`src/sv/ccd_pkg.sv`:
```
`timescale 1ns / 1ps

package ccd_pkg;

   // Field widths fixed by the interface.
   localparam int CMD_W    = 2;
   localparam int AMOUNT_W = 16;
   localparam int VALUE_W  = 12;
   localparam int QTY_W    = 16;
   localparam int STATUS_W = 2;
   localparam int LEFT_W   = 12;

   // Eight denomination registers, addressed by a three-bit index.
   localparam int SLOTS  = 8;
   localparam int SLOT_W = 3;

   // One quotient bit per divider step.
   localparam int DIV_STEPS  = AMOUNT_W;
   localparam int DIV_STEP_W = 4;

   typedef logic [VALUE_W-1:0] denom_type;
   typedef denom_type [SLOTS-1:0] denom_array_type;

   // Denomination values after reset, register 0 in the low bits.
   localparam denom_array_type DENOM_RESET = {
      12'd1000, 12'd500, 12'd200, 12'd100, 12'd50, 12'd20, 12'd10, 12'd5
   };

   typedef enum logic [CMD_W-1:0] {
      CMD_DISPENSE = 2'd0,
      CMD_DEPOSIT  = 2'd1,
      CMD_RESTOCK  = 2'd2
   } cmd_type;

   typedef enum logic [STATUS_W-1:0] {
      STAT_OK        = 2'd0,
      STAT_SHORT     = 2'd1,
      STAT_INVALID   = 2'd2,
      STAT_RESTOCKED = 2'd3
   } status_type;

   typedef enum logic [2:0] {
      ST_IDLE,
      ST_DIV_SETUP,
      ST_DIV_WAIT,
      ST_DIV_END,
      ST_PAY,
      ST_DEPOSIT,
      ST_RESTOCK
   } state_type;

   // Status of the shared divider as seen by the sequencer.
   typedef struct packed {
      logic busy;
      logic done;
   } div_stat_type;

endpackage

```
`src/sv/ccd_csr.sv`:
```
`timescale 1ns / 1ps

module ccd_csr
   import ccd_pkg::*;
(
   input  logic            clock,
   input  logic            reset,
   input  logic            csr_valid,
   output logic            csr_ready,
   input  logic [SLOT_W-1:0] csr_index,
   input  logic [VALUE_W-1:0] csr_data,
   output denom_array_type denom_values
);

   denom_array_type denom_ff;
   denom_array_type denom_in;

   // Always ready; software must write while the block is idle; unchecked.
   assign csr_ready = 1'b1;

   always_comb begin
      denom_in = denom_ff;
      if (csr_valid) begin
         denom_in[csr_index] = csr_data;
      end
   end

   always_ff @(posedge clock) begin
      if (reset) begin
         denom_ff <= DENOM_RESET;
      end else begin
         denom_ff <= denom_in;
      end
   end

   assign denom_values = denom_ff;

endmodule

```
`src/sv/ccd_divider.sv`:
```
`timescale 1ns / 1ps

module ccd_divider
   import ccd_pkg::*;
(
   input  logic                clock,
   input  logic                reset,
   input  logic                start,
   input  logic [AMOUNT_W-1:0] dividend,
   input  logic [VALUE_W-1:0]  divisor,
   output div_stat_type        stat,
   output logic [AMOUNT_W-1:0] quotient,
   output logic [VALUE_W-1:0]  remainder
);

   logic                  active_ff, active_in;
   logic                  done_ff, done_in;
   logic [DIV_STEP_W-1:0] step_ff, step_in;
   logic [AMOUNT_W-1:0]   quot_ff, quot_in;
   logic [VALUE_W-1:0]    rem_ff, rem_in;
   logic [VALUE_W-1:0]    divisor_ff, divisor_in;
   logic [VALUE_W:0]      trial;
   logic [VALUE_W:0]      diff;

   // One restoring step: shift in the next dividend bit and try a subtract.
   assign trial = {rem_ff, quot_ff[AMOUNT_W-1]};
   assign diff  = trial - {1'b0, divisor_ff};

   always_comb begin
      active_in  = active_ff;
      done_in    = 1'b0;
      step_in    = step_ff;
      quot_in    = quot_ff;
      rem_in     = rem_ff;
      divisor_in = divisor_ff;
      if (start) begin
         active_in  = 1'b1;
         step_in    = '0;
         quot_in    = dividend;
         rem_in     = '0;
         divisor_in = divisor;
      end else if (active_ff) begin
         if (!diff[VALUE_W]) begin
            rem_in  = diff[VALUE_W-1:0];
            quot_in = {quot_ff[AMOUNT_W-2:0], 1'b1};
         end else begin
            rem_in  = trial[VALUE_W-1:0];
            quot_in = {quot_ff[AMOUNT_W-2:0], 1'b0};
         end
         step_in = step_ff + DIV_STEP_W'(1);
         if (step_ff == DIV_STEP_W'(DIV_STEPS - 1)) begin
            active_in = 1'b0;
            done_in   = 1'b1;
         end
      end
   end

   always_ff @(posedge clock) begin
      if (reset) begin
         active_ff <= 1'b0;
         done_ff   <= 1'b0;
         step_ff   <= '0;
      end else begin
         active_ff <= active_in;
         done_ff   <= done_in;
         step_ff   <= step_in;
      end
      quot_ff    <= quot_in;
      rem_ff     <= rem_in;
      divisor_ff <= divisor_in;
   end

   assign stat.busy = active_ff;
   assign stat.done = done_ff;
   assign quotient  = quot_ff;
   assign remainder = rem_ff;

endmodule

```
`src/sv/coin_change_dispenser.sv`:
```
`timescale 1ns / 1ps

// Channel   Ports                                          Handshake
// request   req_cmd, req_amount                            start and not busy
// response  rsp_status, rsp_coin_value, rsp_coin_quantity, rsp_valid strobe, one cycle
//           rsp_leftover, rsp_last
// csr       csr_index, csr_data                            csr_valid and csr_ready
//
// A dispense walks the denominations from the top register down through one shared
// 16-step restoring divider, skipping zero registers, then makes one decision and
// pays out the used denominations from the top down. A deposit scans the registers
// from register 0 up for a match, a restock writes the count of every register.
// Reset is synchronous and clears all counts and control at once. Results are
// strobed and cannot be stalled.

module coin_change_dispenser
   import ccd_pkg::*;
#(
   parameter int NUM_DENOMS    = 8,
   parameter int COUNT_BITS    = 16,
   parameter int DEFAULT_COUNT = 20
) (
   input  logic                clock,
   input  logic                reset,
   input  logic                start,
   output logic                busy,
   input  logic [CMD_W-1:0]    req_cmd,
   input  logic [AMOUNT_W-1:0] req_amount,
   output logic                rsp_valid,
   output logic [STATUS_W-1:0] rsp_status,
   output logic [VALUE_W-1:0]  rsp_coin_value,
   output logic [QTY_W-1:0]    rsp_coin_quantity,
   output logic [LEFT_W-1:0]   rsp_leftover,
   output logic                rsp_last,
   input  logic                csr_valid,
   output logic                csr_ready,
   input  logic [SLOT_W-1:0]   csr_index,
   input  logic [VALUE_W-1:0]  csr_data
);

   localparam int IDX_W = (NUM_DENOMS > 1) ? $clog2(NUM_DENOMS) : 1;
   localparam int NU_W  = $clog2(NUM_DENOMS + 1);
   localparam logic [IDX_W-1:0] LAST_IDX = IDX_W'(NUM_DENOMS - 1);
   localparam longint unsigned COUNT_MAX_L = (64'd1 << COUNT_BITS) - 64'd1;
   localparam logic [COUNT_BITS-1:0] COUNT_MAX = '1;
   localparam logic [COUNT_BITS-1:0] DEF_CNT =
      (64'(DEFAULT_COUNT) > COUNT_MAX_L) ? COUNT_BITS'(COUNT_MAX_L)
                                         : COUNT_BITS'(DEFAULT_COUNT);
   localparam logic [31:0] DEF_WIDE = 32'(DEF_CNT);

   state_type state_ff, state_in;

   logic [IDX_W-1:0]      idx_ff, idx_in;
   logic [AMOUNT_W-1:0]   work_ff, work_in;
   logic [LEFT_W-1:0]     left_ff, left_in;
   logic [NU_W-1:0]       nused_ff, nused_in;
   logic                  enough_ff, enough_in;

   logic [COUNT_BITS-1:0] counts_ff [NUM_DENOMS];
   logic [AMOUNT_W-1:0]   need_ff [NUM_DENOMS];
   logic                  cnt_we;
   logic [COUNT_BITS-1:0] cnt_wdata;
   logic                  need_we;
   logic [AMOUNT_W-1:0]   need_wdata;

   logic                  rsp_valid_ff, rsp_valid_in;
   logic [STATUS_W-1:0]   rsp_status_ff, rsp_status_in;
   logic [VALUE_W-1:0]    rsp_value_ff, rsp_value_in;
   logic [QTY_W-1:0]      rsp_qty_ff, rsp_qty_in;
   logic [LEFT_W-1:0]     rsp_left_ff, rsp_left_in;
   logic                  rsp_last_ff, rsp_last_in;

   denom_array_type       denom_values;
   denom_type             cur_denom;
   logic [COUNT_BITS-1:0] cur_count;
   logic [AMOUNT_W-1:0]   cur_need;
   logic [COUNT_BITS-1:0] inc_count;
   logic [31:0]           inc_wide;
   logic                  dep_match;
   logic                  need_short;

   logic                  div_start;
   div_stat_type          div_stat;
   logic [AMOUNT_W-1:0]   div_quot;
   logic [VALUE_W-1:0]    div_rem;

   ccd_csr u_csr (
      .clock        (clock),
      .reset        (reset),
      .csr_valid    (csr_valid),
      .csr_ready    (csr_ready),
      .csr_index    (csr_index),
      .csr_data     (csr_data),
      .denom_values (denom_values)
   );

   ccd_divider u_div (
      .clock     (clock),
      .reset     (reset),
      .start     (div_start),
      .dividend  (work_ff),
      .divisor   (cur_denom),
      .stat      (div_stat),
      .quotient  (div_quot),
      .remainder (div_rem)
   );

   // Values of the denomination under the index.
   assign cur_denom  = denom_values[SLOT_W'(idx_ff)];
   assign cur_count  = counts_ff[idx_ff];
   assign cur_need   = need_ff[idx_ff];
   assign inc_count  = (cur_count == COUNT_MAX) ? cur_count : cur_count + COUNT_BITS'(1);
   assign inc_wide   = 32'(inc_count);
   assign dep_match  = (cur_denom != '0) && (AMOUNT_W'(cur_denom) == work_ff);
   assign need_short = 32'(div_quot) > 32'(cur_count);

   assign busy = (state_ff != ST_IDLE);

   // Next state.
   always_comb begin
      state_in = state_ff;
      case (state_ff)
         ST_IDLE: begin
            if (start) begin
               case (req_cmd)
                  CMD_DISPENSE: state_in = ST_DIV_SETUP;
                  CMD_DEPOSIT:  state_in = ST_DEPOSIT;
                  CMD_RESTOCK:  state_in = ST_RESTOCK;
                  default:      state_in = ST_IDLE;
               endcase
            end
         end
         ST_DIV_SETUP: begin
            if (cur_denom != '0) begin
               state_in = ST_DIV_WAIT;
            end else if (idx_ff == '0) begin
               state_in = ST_DIV_END;
            end
         end
         ST_DIV_WAIT: begin
            if (div_stat.done) begin
               state_in = (idx_ff == '0) ? ST_DIV_END : ST_DIV_SETUP;
            end
         end
         ST_DIV_END: begin
            state_in = (!enough_ff || nused_ff == '0) ? ST_IDLE : ST_PAY;
         end
         ST_PAY: begin
            if ((cur_need != '0 && nused_ff == NU_W'(1)) || idx_ff == '0) begin
               state_in = ST_IDLE;
            end
         end
         ST_DEPOSIT: begin
            if (dep_match || idx_ff == LAST_IDX) begin
               state_in = ST_IDLE;
            end
         end
         ST_RESTOCK: begin
            if (idx_ff == LAST_IDX) begin
               state_in = ST_IDLE;
            end
         end
         default: state_in = ST_IDLE;
      endcase
   end

   // Datapath control, count writes and result registers.
   always_comb begin
      idx_in        = idx_ff;
      work_in       = work_ff;
      left_in       = left_ff;
      nused_in      = nused_ff;
      enough_in     = enough_ff;
      cnt_we        = 1'b0;
      cnt_wdata     = cur_count;
      need_we       = 1'b0;
      need_wdata    = div_quot;
      div_start     = 1'b0;
      rsp_valid_in  = 1'b0;
      rsp_status_in = rsp_status_ff;
      rsp_value_in  = rsp_value_ff;
      rsp_qty_in    = rsp_qty_ff;
      rsp_left_in   = rsp_left_ff;
      rsp_last_in   = rsp_last_ff;
      case (state_ff)
         ST_IDLE: begin
            work_in   = req_amount;
            enough_in = 1'b1;
            nused_in  = '0;
            idx_in    = (req_cmd == CMD_DISPENSE) ? LAST_IDX : '0;
         end
         ST_DIV_SETUP: begin
            // A zero denomination is skipped with no coins needed.
            if (cur_denom != '0) begin
               div_start = 1'b1;
            end else begin
               need_we    = 1'b1;
               need_wdata = '0;
               if (idx_ff != '0) begin
                  idx_in = idx_ff - IDX_W'(1);
               end
            end
         end
         ST_DIV_WAIT: begin
            if (div_stat.done) begin
               need_we = 1'b1;
               work_in = AMOUNT_W'(div_rem);
               if (need_short) begin
                  enough_in = 1'b0;
               end
               if (div_quot != '0) begin
                  nused_in = nused_ff + NU_W'(1);
               end
               if (idx_ff != '0) begin
                  idx_in = idx_ff - IDX_W'(1);
               end
            end
         end
         ST_DIV_END: begin
            left_in       = (work_ff > AMOUNT_W'(4095)) ? '1 : work_ff[LEFT_W-1:0];
            idx_in        = LAST_IDX;
            rsp_value_in  = '0;
            rsp_qty_in    = '0;
            rsp_left_in   = (work_ff > AMOUNT_W'(4095)) ? '1 : work_ff[LEFT_W-1:0];
            rsp_last_in   = 1'b1;
            if (!enough_ff) begin
               rsp_valid_in  = 1'b1;
               rsp_status_in = STAT_SHORT;
            end else if (nused_ff == '0) begin
               rsp_valid_in  = 1'b1;
               rsp_status_in = STAT_OK;
            end
         end
         ST_PAY: begin
            // Walk the registers from the top down and pay out each used denomination, highest first.
            if (cur_need != '0) begin
               cnt_we        = 1'b1;
               cnt_wdata     = cur_count - COUNT_BITS'(cur_need);
               nused_in      = nused_ff - NU_W'(1);
               rsp_valid_in  = 1'b1;
               rsp_status_in = STAT_OK;
               rsp_value_in  = cur_denom;
               rsp_qty_in    = cur_need;
               rsp_left_in   = left_ff;
               rsp_last_in   = (nused_ff == NU_W'(1));
            end
            if (idx_ff != '0) begin
               idx_in = idx_ff - IDX_W'(1);
            end
         end
         ST_DEPOSIT: begin
            rsp_left_in = '0;
            rsp_last_in = 1'b1;
            if (dep_match) begin
               cnt_we        = 1'b1;
               cnt_wdata     = inc_count;
               rsp_valid_in  = 1'b1;
               rsp_status_in = STAT_OK;
               rsp_value_in  = cur_denom;
               rsp_qty_in    = inc_wide[QTY_W-1:0];
            end else if (idx_ff == LAST_IDX) begin
               rsp_valid_in  = 1'b1;
               rsp_status_in = STAT_INVALID;
               rsp_value_in  = '0;
               rsp_qty_in    = '0;
            end else begin
               idx_in = idx_ff + IDX_W'(1);
            end
         end
         ST_RESTOCK: begin
            cnt_we    = 1'b1;
            cnt_wdata = DEF_CNT;
            if (idx_ff == LAST_IDX) begin
               rsp_valid_in  = 1'b1;
               rsp_status_in = STAT_RESTOCKED;
               rsp_value_in  = '0;
               rsp_qty_in    = DEF_WIDE[QTY_W-1:0];
               rsp_left_in   = '0;
               rsp_last_in   = 1'b1;
            end else begin
               idx_in = idx_ff + IDX_W'(1);
            end
         end
         default: begin
         end
      endcase
   end

   // Sequencer and result registers.
   always_ff @(posedge clock) begin
      if (reset) begin
         state_ff     <= ST_IDLE;
         rsp_valid_ff <= 1'b0;
      end else begin
         state_ff     <= state_in;
         rsp_valid_ff <= rsp_valid_in;
      end
      idx_ff        <= idx_in;
      work_ff       <= work_in;
      left_ff       <= left_in;
      nused_ff      <= nused_in;
      enough_ff     <= enough_in;
      rsp_status_ff <= rsp_status_in;
      rsp_value_ff  <= rsp_value_in;
      rsp_qty_ff    <= rsp_qty_in;
      rsp_left_ff   <= rsp_left_in;
      rsp_last_ff   <= rsp_last_in;
   end

   // Coin counts, cleared by reset, at most one entry written per cycle.
   always_ff @(posedge clock) begin
      if (reset) begin
         for (int i = 0; i < NUM_DENOMS; i++) begin
            counts_ff[i] <= '0;
         end
      end else if (cnt_we) begin
         counts_ff[idx_ff] <= cnt_wdata;
      end
   end

   // Needed quantity per denomination from the greedy split.
   always_ff @(posedge clock) begin
      if (need_we) begin
         need_ff[idx_ff] <= need_wdata;
      end
   end

   assign rsp_valid         = rsp_valid_ff;
   assign rsp_status        = rsp_status_ff;
   assign rsp_coin_value    = rsp_value_ff;
   assign rsp_coin_quantity = rsp_qty_ff;
   assign rsp_leftover      = rsp_left_ff;
   assign rsp_last          = rsp_last_ff;

   // A result that is not the last one is followed by more payout work.
   a_more_follows: assert property (@(posedge clock) disable iff (reset)
      rsp_valid && !rsp_last |-> busy)
      else $error("non-final result while sequencer is idle");

   // Shortage, invalid coin and restock each give a single result.
   a_single_result: assert property (@(posedge clock) disable iff (reset)
      rsp_valid && rsp_status != STAT_OK |-> rsp_last)
      else $error("error or restock result without last mark");

   // The divider is never restarted in the middle of a division.
   a_div_idle_start: assert property (@(posedge clock) disable iff (reset)
      div_start |-> !div_stat.busy)
      else $error("divider started while busy");

   // While waiting, the divider is either working or reporting completion.
   a_div_wait: assert property (@(posedge clock) disable iff (reset)
      state_ff == ST_DIV_WAIT |-> div_stat.busy || div_stat.done)
      else $error("waiting on a divider that is not running");

endmodule

```
`config.mk`:
```
export PLATFORM = sky130hd
export DESIGN_NAME = coin_change_dispenser
export DESIGN_NICKNAME = d
export VERILOG_FILES = /design/src/sv/ccd_pkg.sv /design/src/sv/ccd_csr.sv /design/src/sv/ccd_divider.sv /design/src/sv/coin_change_dispenser.sv
export SDC_FILE = /design/constraint.sdc
export NUM_CORES = 1
export LEC_CHECK = 0
export BUFFER_PORTS_ARGS = -buffer_cell sky130_fd_sc_hd__buf_2
export CORE_AREA = 2 2 236 214
export CTS_CLUSTER_SIZE = 20
export DETAILED_ROUTE_END_ITERATION = 10
export DIE_AREA = 0 0 238 216
export GPL_ROUTABILITY_DRIVEN = 0
export PLACE_DENSITY = 0.71
export SLEW_MARGIN = 10
export SYNTH_ARGS = -nofsm -noshare
export SYNTH_HDL_FRONTEND = slang
export SYNTH_HIERARCHICAL = 1
export SYNTH_SLANG_ARGS = --single-unit
```
`constraint.sdc`:
```
create_clock -name clock -period 4.9 [get_ports clock]
set_input_delay 0.735 -clock clock [delete_from_list [all_inputs] [get_ports clock]]
set_output_delay 0.735 -clock clock [all_outputs]
set_load 0.005 [all_outputs]
```
After elaboration in Yosys (flattened, before gate mapping)
Memory sizes are Yosys's and may differ from the RTL's. A register that Yosys moved wholly into a read port is not among the register bits.
Index checks and enable logic that the tools add are counted.
W data, S select, Z words.
{"block": "classes", "add_sub_neg": 8, "order_cmp": 5, "n_eq_ne": 26, "muxes": 94, "n_bitwise": 1, "n_reduce_logical": 36}
{"operator": "$mux W16", "n": 13}
{"operator": "$mux W12", "n": 9}
{"operator": "$bwmux W96", "n": 1}
{"operator": "$pmux W12 S4", "n": 2}
{"operator": "$pmux W16 S4", "n": 1}
{"operator": "$mux W3", "n": 17}
{"operator": "$pmux W16 S3", "n": 1}
{"operator": "$pmux W3 S7", "n": 2}
{"operator": "$bmux W12 S3", "n": 1}
{"operator": "$demux W12 S3", "n": 1}
{"operator": "$pmux W16 S2", "n": 1}
{"operator": "$reduce_bool A16 Y1", "n": 2}
{"operator": "$mux W1", "n": 27}
{"operator": "$ne A2 B2 Y1 const B", "n": 9}
{"operator": "$add A16 B1 Y16 const B", "n": 1}
{"operator": "$eq A12 B16 Y1", "n": 1}
{"operator": "$eq A16 B16 Y1 const B", "n": 1}
{"operator": "$gt A16 B12 Y1 const B", "n": 1}
{"operator": "$gt A16 B16 Y1", "n": 1}
{"operator": "$reduce_or A16 Y1", "n": 1}
{"operator": "$sub A16 B16 Y16", "n": 1}
{"operator": "$mux W2", "n": 7}
{"operator": "$sub A13 B12 Y13", "n": 1}
{"operator": "$eq A3 B3 Y1 const B", "n": 4}
{"operator": "40 further kinds", "n": 64}
{"block": "word_totals", "ff_bits": 225, "ram_bits": 256, "inputBits": 37, "out_inout_bits": 46, "elab_cells": 198, "memories": 2}
{"name": "counts_ff", "words": 8, "word_bits": 16, "rd": 1, "rd_clocked_by_memory_dff": 1, "write_ports": 8, "line": "coin_change_dispenser.sv:59", "text": "logic [COUNT_BITS-1:0] counts_ff [NUM_DENOMS];"}
{"name": "need_ff", "words": 8, "word_bits": 16, "rd": 1, "rd_clocked_by_memory_dff": 1, "write_ports": 1, "line": "coin_change_dispenser.sv:60", "text": "logic [AMOUNT_W-1:0] need_ff [NUM_DENOMS];"}

Longest topological paths before layout
{"block": "logic_depth", "ltp_word": 11, "mapped_depth": 18, "mapped_depth_nobuf": 15}

Cells and area by module
Netlist, hierarchy kept.
{"mod": "coin_change_dispenser", "n_inst": 1, "cells_each": 1422, "area_per_inst_um2": 17853.4}
{"mod": "ccd_csr", "n_inst": 1, "cells_each": 350, "area_per_inst_um2": 3779.9}
{"mod": "ccd_divider", "n_inst": 1, "cells_each": 247, "area_per_inst_um2": 2590.0}

Worst setup path before layout
OpenSTA, ideal clock, no wires.
{"block": "synth_path", "path_type": "flip-flop to flip-flop", "startpoint": "register (tool-made name)", "endpoint": "memory counts_ff[0][12] (data pin)", "setup_ps": 274, "t_arrival_ps": 4590, "t_required_ps": 4626, "setup_slack_ps": 36, "stages_incl_launch_ff": 19, "path_buffers": 4, "period_less_slack_ps": 4864, "cell_sequence": "dfxtp_1 buf_2 clkbuf_1 buf_2 buf_1 mux4_2 nand2_1 nand2_1 ha_1 fa_1 nor2b_1 o21a_1 o21ai_0 a211oi_1 nor2_1 a221oi_1 xor2_1 a32oi_1 nor2_1"}
{"element": "end, declared", "line": "coin_change_dispenser.sv:59"}

==> results_dict.tcl <==
set metrics [dict create \
    status "complete, no violations" \
    layout.nets 2207 \
    gr-usage-all-layers 0.245 \
    hold_viol 0 \
    globalRouteOverflowTotal 0 \
    core_area_um2 48900 \
    drive_gt1_frac 0.177 \
    maxSlewViolCount 0 \
    maxCapViolCount 0 \
    die_h_um 216 \
    crit_fanout 31 \
    setup_tns_ps 0 \
    place_area_um2 25500 \
    drt_iter0_markers 1872 \
    p_leak_nw 10.3 \
    cts-root-buf "clkbuf_16" \
    clk_latency_ps 600 \
    syn_inst 2018 \
    maxSlewHeadroom 0.267 \
    placed_cells 2692 \
    max_freq_mhz 220 \
    post_cts_buffers 0 \
    clkSinkCount 484 \
    num_io_pins 83 \
    drt_wl_total_mm 63.4 \
    ant_nets 0 \
    die-area_um2 51400 \
    synth.avg_cell_area_um2 12.0 \
    drt_pass1_iterations 7 \
    yosysWarningCount 6 \
    grt_pass1_vias 16600 \
    cts_resized 0 \
    die_w_um 238 \
    drc 0 \
    grt_max_degree 119 \
    clk_pin_slew_ps 70 \
    port_buffers 81 \
    vias 17000 \
    wl_per_cell_um 22.8 \
    synth_area_um2 24200 \
    start_util 0.495 \
    cp.required_ps 5210 \
    viasPerCell 6.11 \
    final_cells 2784 \
    tightest_slew_ps 1090 \
    numCtsBuffers 51 \
    min_period_over_period 0.928 \
    rsz0062_at_grt "false" \
    cts_tree "yes" \
    dp_hpwl_mm 44.1 \
    cts_hold_buf 0 \
    worstSetupEndpointType "register" \
    cellPowerDensity_nw_per_um2 648 \
    grt_pass1_wl_mm 96.7 \
    clock_skew_ps 28.4 \
    period_needed_ps 4550 \
    antenna_found_initial 1 \
    synth_fp_nets 2112 \
    min_path_type "in -> reg" \
    cp.arrival_ps 4860 \
    power.total_w 0.0177 \
    final_cell_area_um2 27200 \
    ir_drop_mv 0.326 \
    path_class "reg -> reg" \
    start_kind "register" \
    row_count 77 \
    h-tree-depth 2 \
    area_delta_synth_final_pct 12.4 \
    finalSetupViolCount 0 \
    cts_buffer_depth 3 \
]
[layout by cell type, fill, tap and decap left out, types with 26 or more instances in the layout]
| cell | instances |
|---|---|
| buf_2 | 80 |
| xnor2_1 | 31 |
| dfxtp_1 | 119 |
| edfxtp_1 | 363 |
| mux2_2 | 26 |
| mux4_2 | 76 |
| mux2i_1 | 139 |
| o21ai_0 | 75 |
| clkbuf_16 | 54 |
| inv_1 | 67 |
| nor3_1 | 26 |
| nand2_1 | 151 |
| ha_1 | 55 |
| a21oi_1 | 46 |
| buf_4 | 72 |
| nor2_1 | 256 |
| nand2b_1 | 117 |
| nand3_1 | 32 |
[per-stage QoR]
stage | hold WS (ps) | setup WS, ps | util
2_1_floorplan | 439 | 36.0 | -
3_3_place_gp | 456 | 382 | 0.522
3_5_place_dp | 453 | 310 | 0.522
4_1_cts | 382 | 315 | 0.556
5_1_grt | 411 | 95.3 | 0.556
6_report | 406 | 355 | 0.556
[critical path, stage by stage, from the launching register on]
cell,delay [ps]
dfxtp_4,510
buf_12,290
buf_12,200
mux4_2,510
mux2i_1,310
ha_1,370
and4_1,230
nor2b_1,150
a311oi_1,480
nor2_1,130
xnor2_1,230
a21o_1,150
o211ai_1,130
a211oi_4,470
nor2_1,80
[where the power goes]
group | internal [W] | switching [W]
logic | 0.00310 | 0.00483
registers | 0.00527 | 0.000599
clock network | 0.00224 | 0.00160
total | 0.0106 | 0.00703
[area by class of cell]
type | instances | area (µm²)
fillers | 3980 | 21700
clock buffers | 64 | 1410
flip-flops and latches | 484 | 13300
diodes | 1 | 2.50
clock inverters | 27 | 248
multi-input cells | 1350 | 10100
inverters | 69 | 259
repair buffers | 157 | 1040
well taps | 632 | 791
[sequential cells by signal, summed over array words and instances (netlist names), 12 cells and up, named ones only]
name	flops
counts_ff	128
need_ff	128
u_csr/denom_values	96
rsp_coin_quantity	16
u_div/quotient	16
work_ff	16
left_ff	12
rsp_coin_value	12
rsp_leftover	12
u_div/divisor_ff	12
u_div/remainder	12
[per-layer routing]
layer  routed length, µm  GRT usage
met1               26800      0.341
met4                2010     0.0838
met3                5260     0.0416
met5                   0          0
met2               29300      0.393
[worst paths after layout]
path,slack [ps],cells after the start,startpoint,to
worst max-delay path,350,14,register,counts_ff[7][11]
worst min-delay path,410,3,req_amount[10],work_ff[10]
worst max register to register,350,14,register,counts_ff[7][11]
worst min register to register,470,2,u_csr/denom_values[16],u_csr/denom_values[16]
Note: power is estimated with default switching activity, not from simulation.
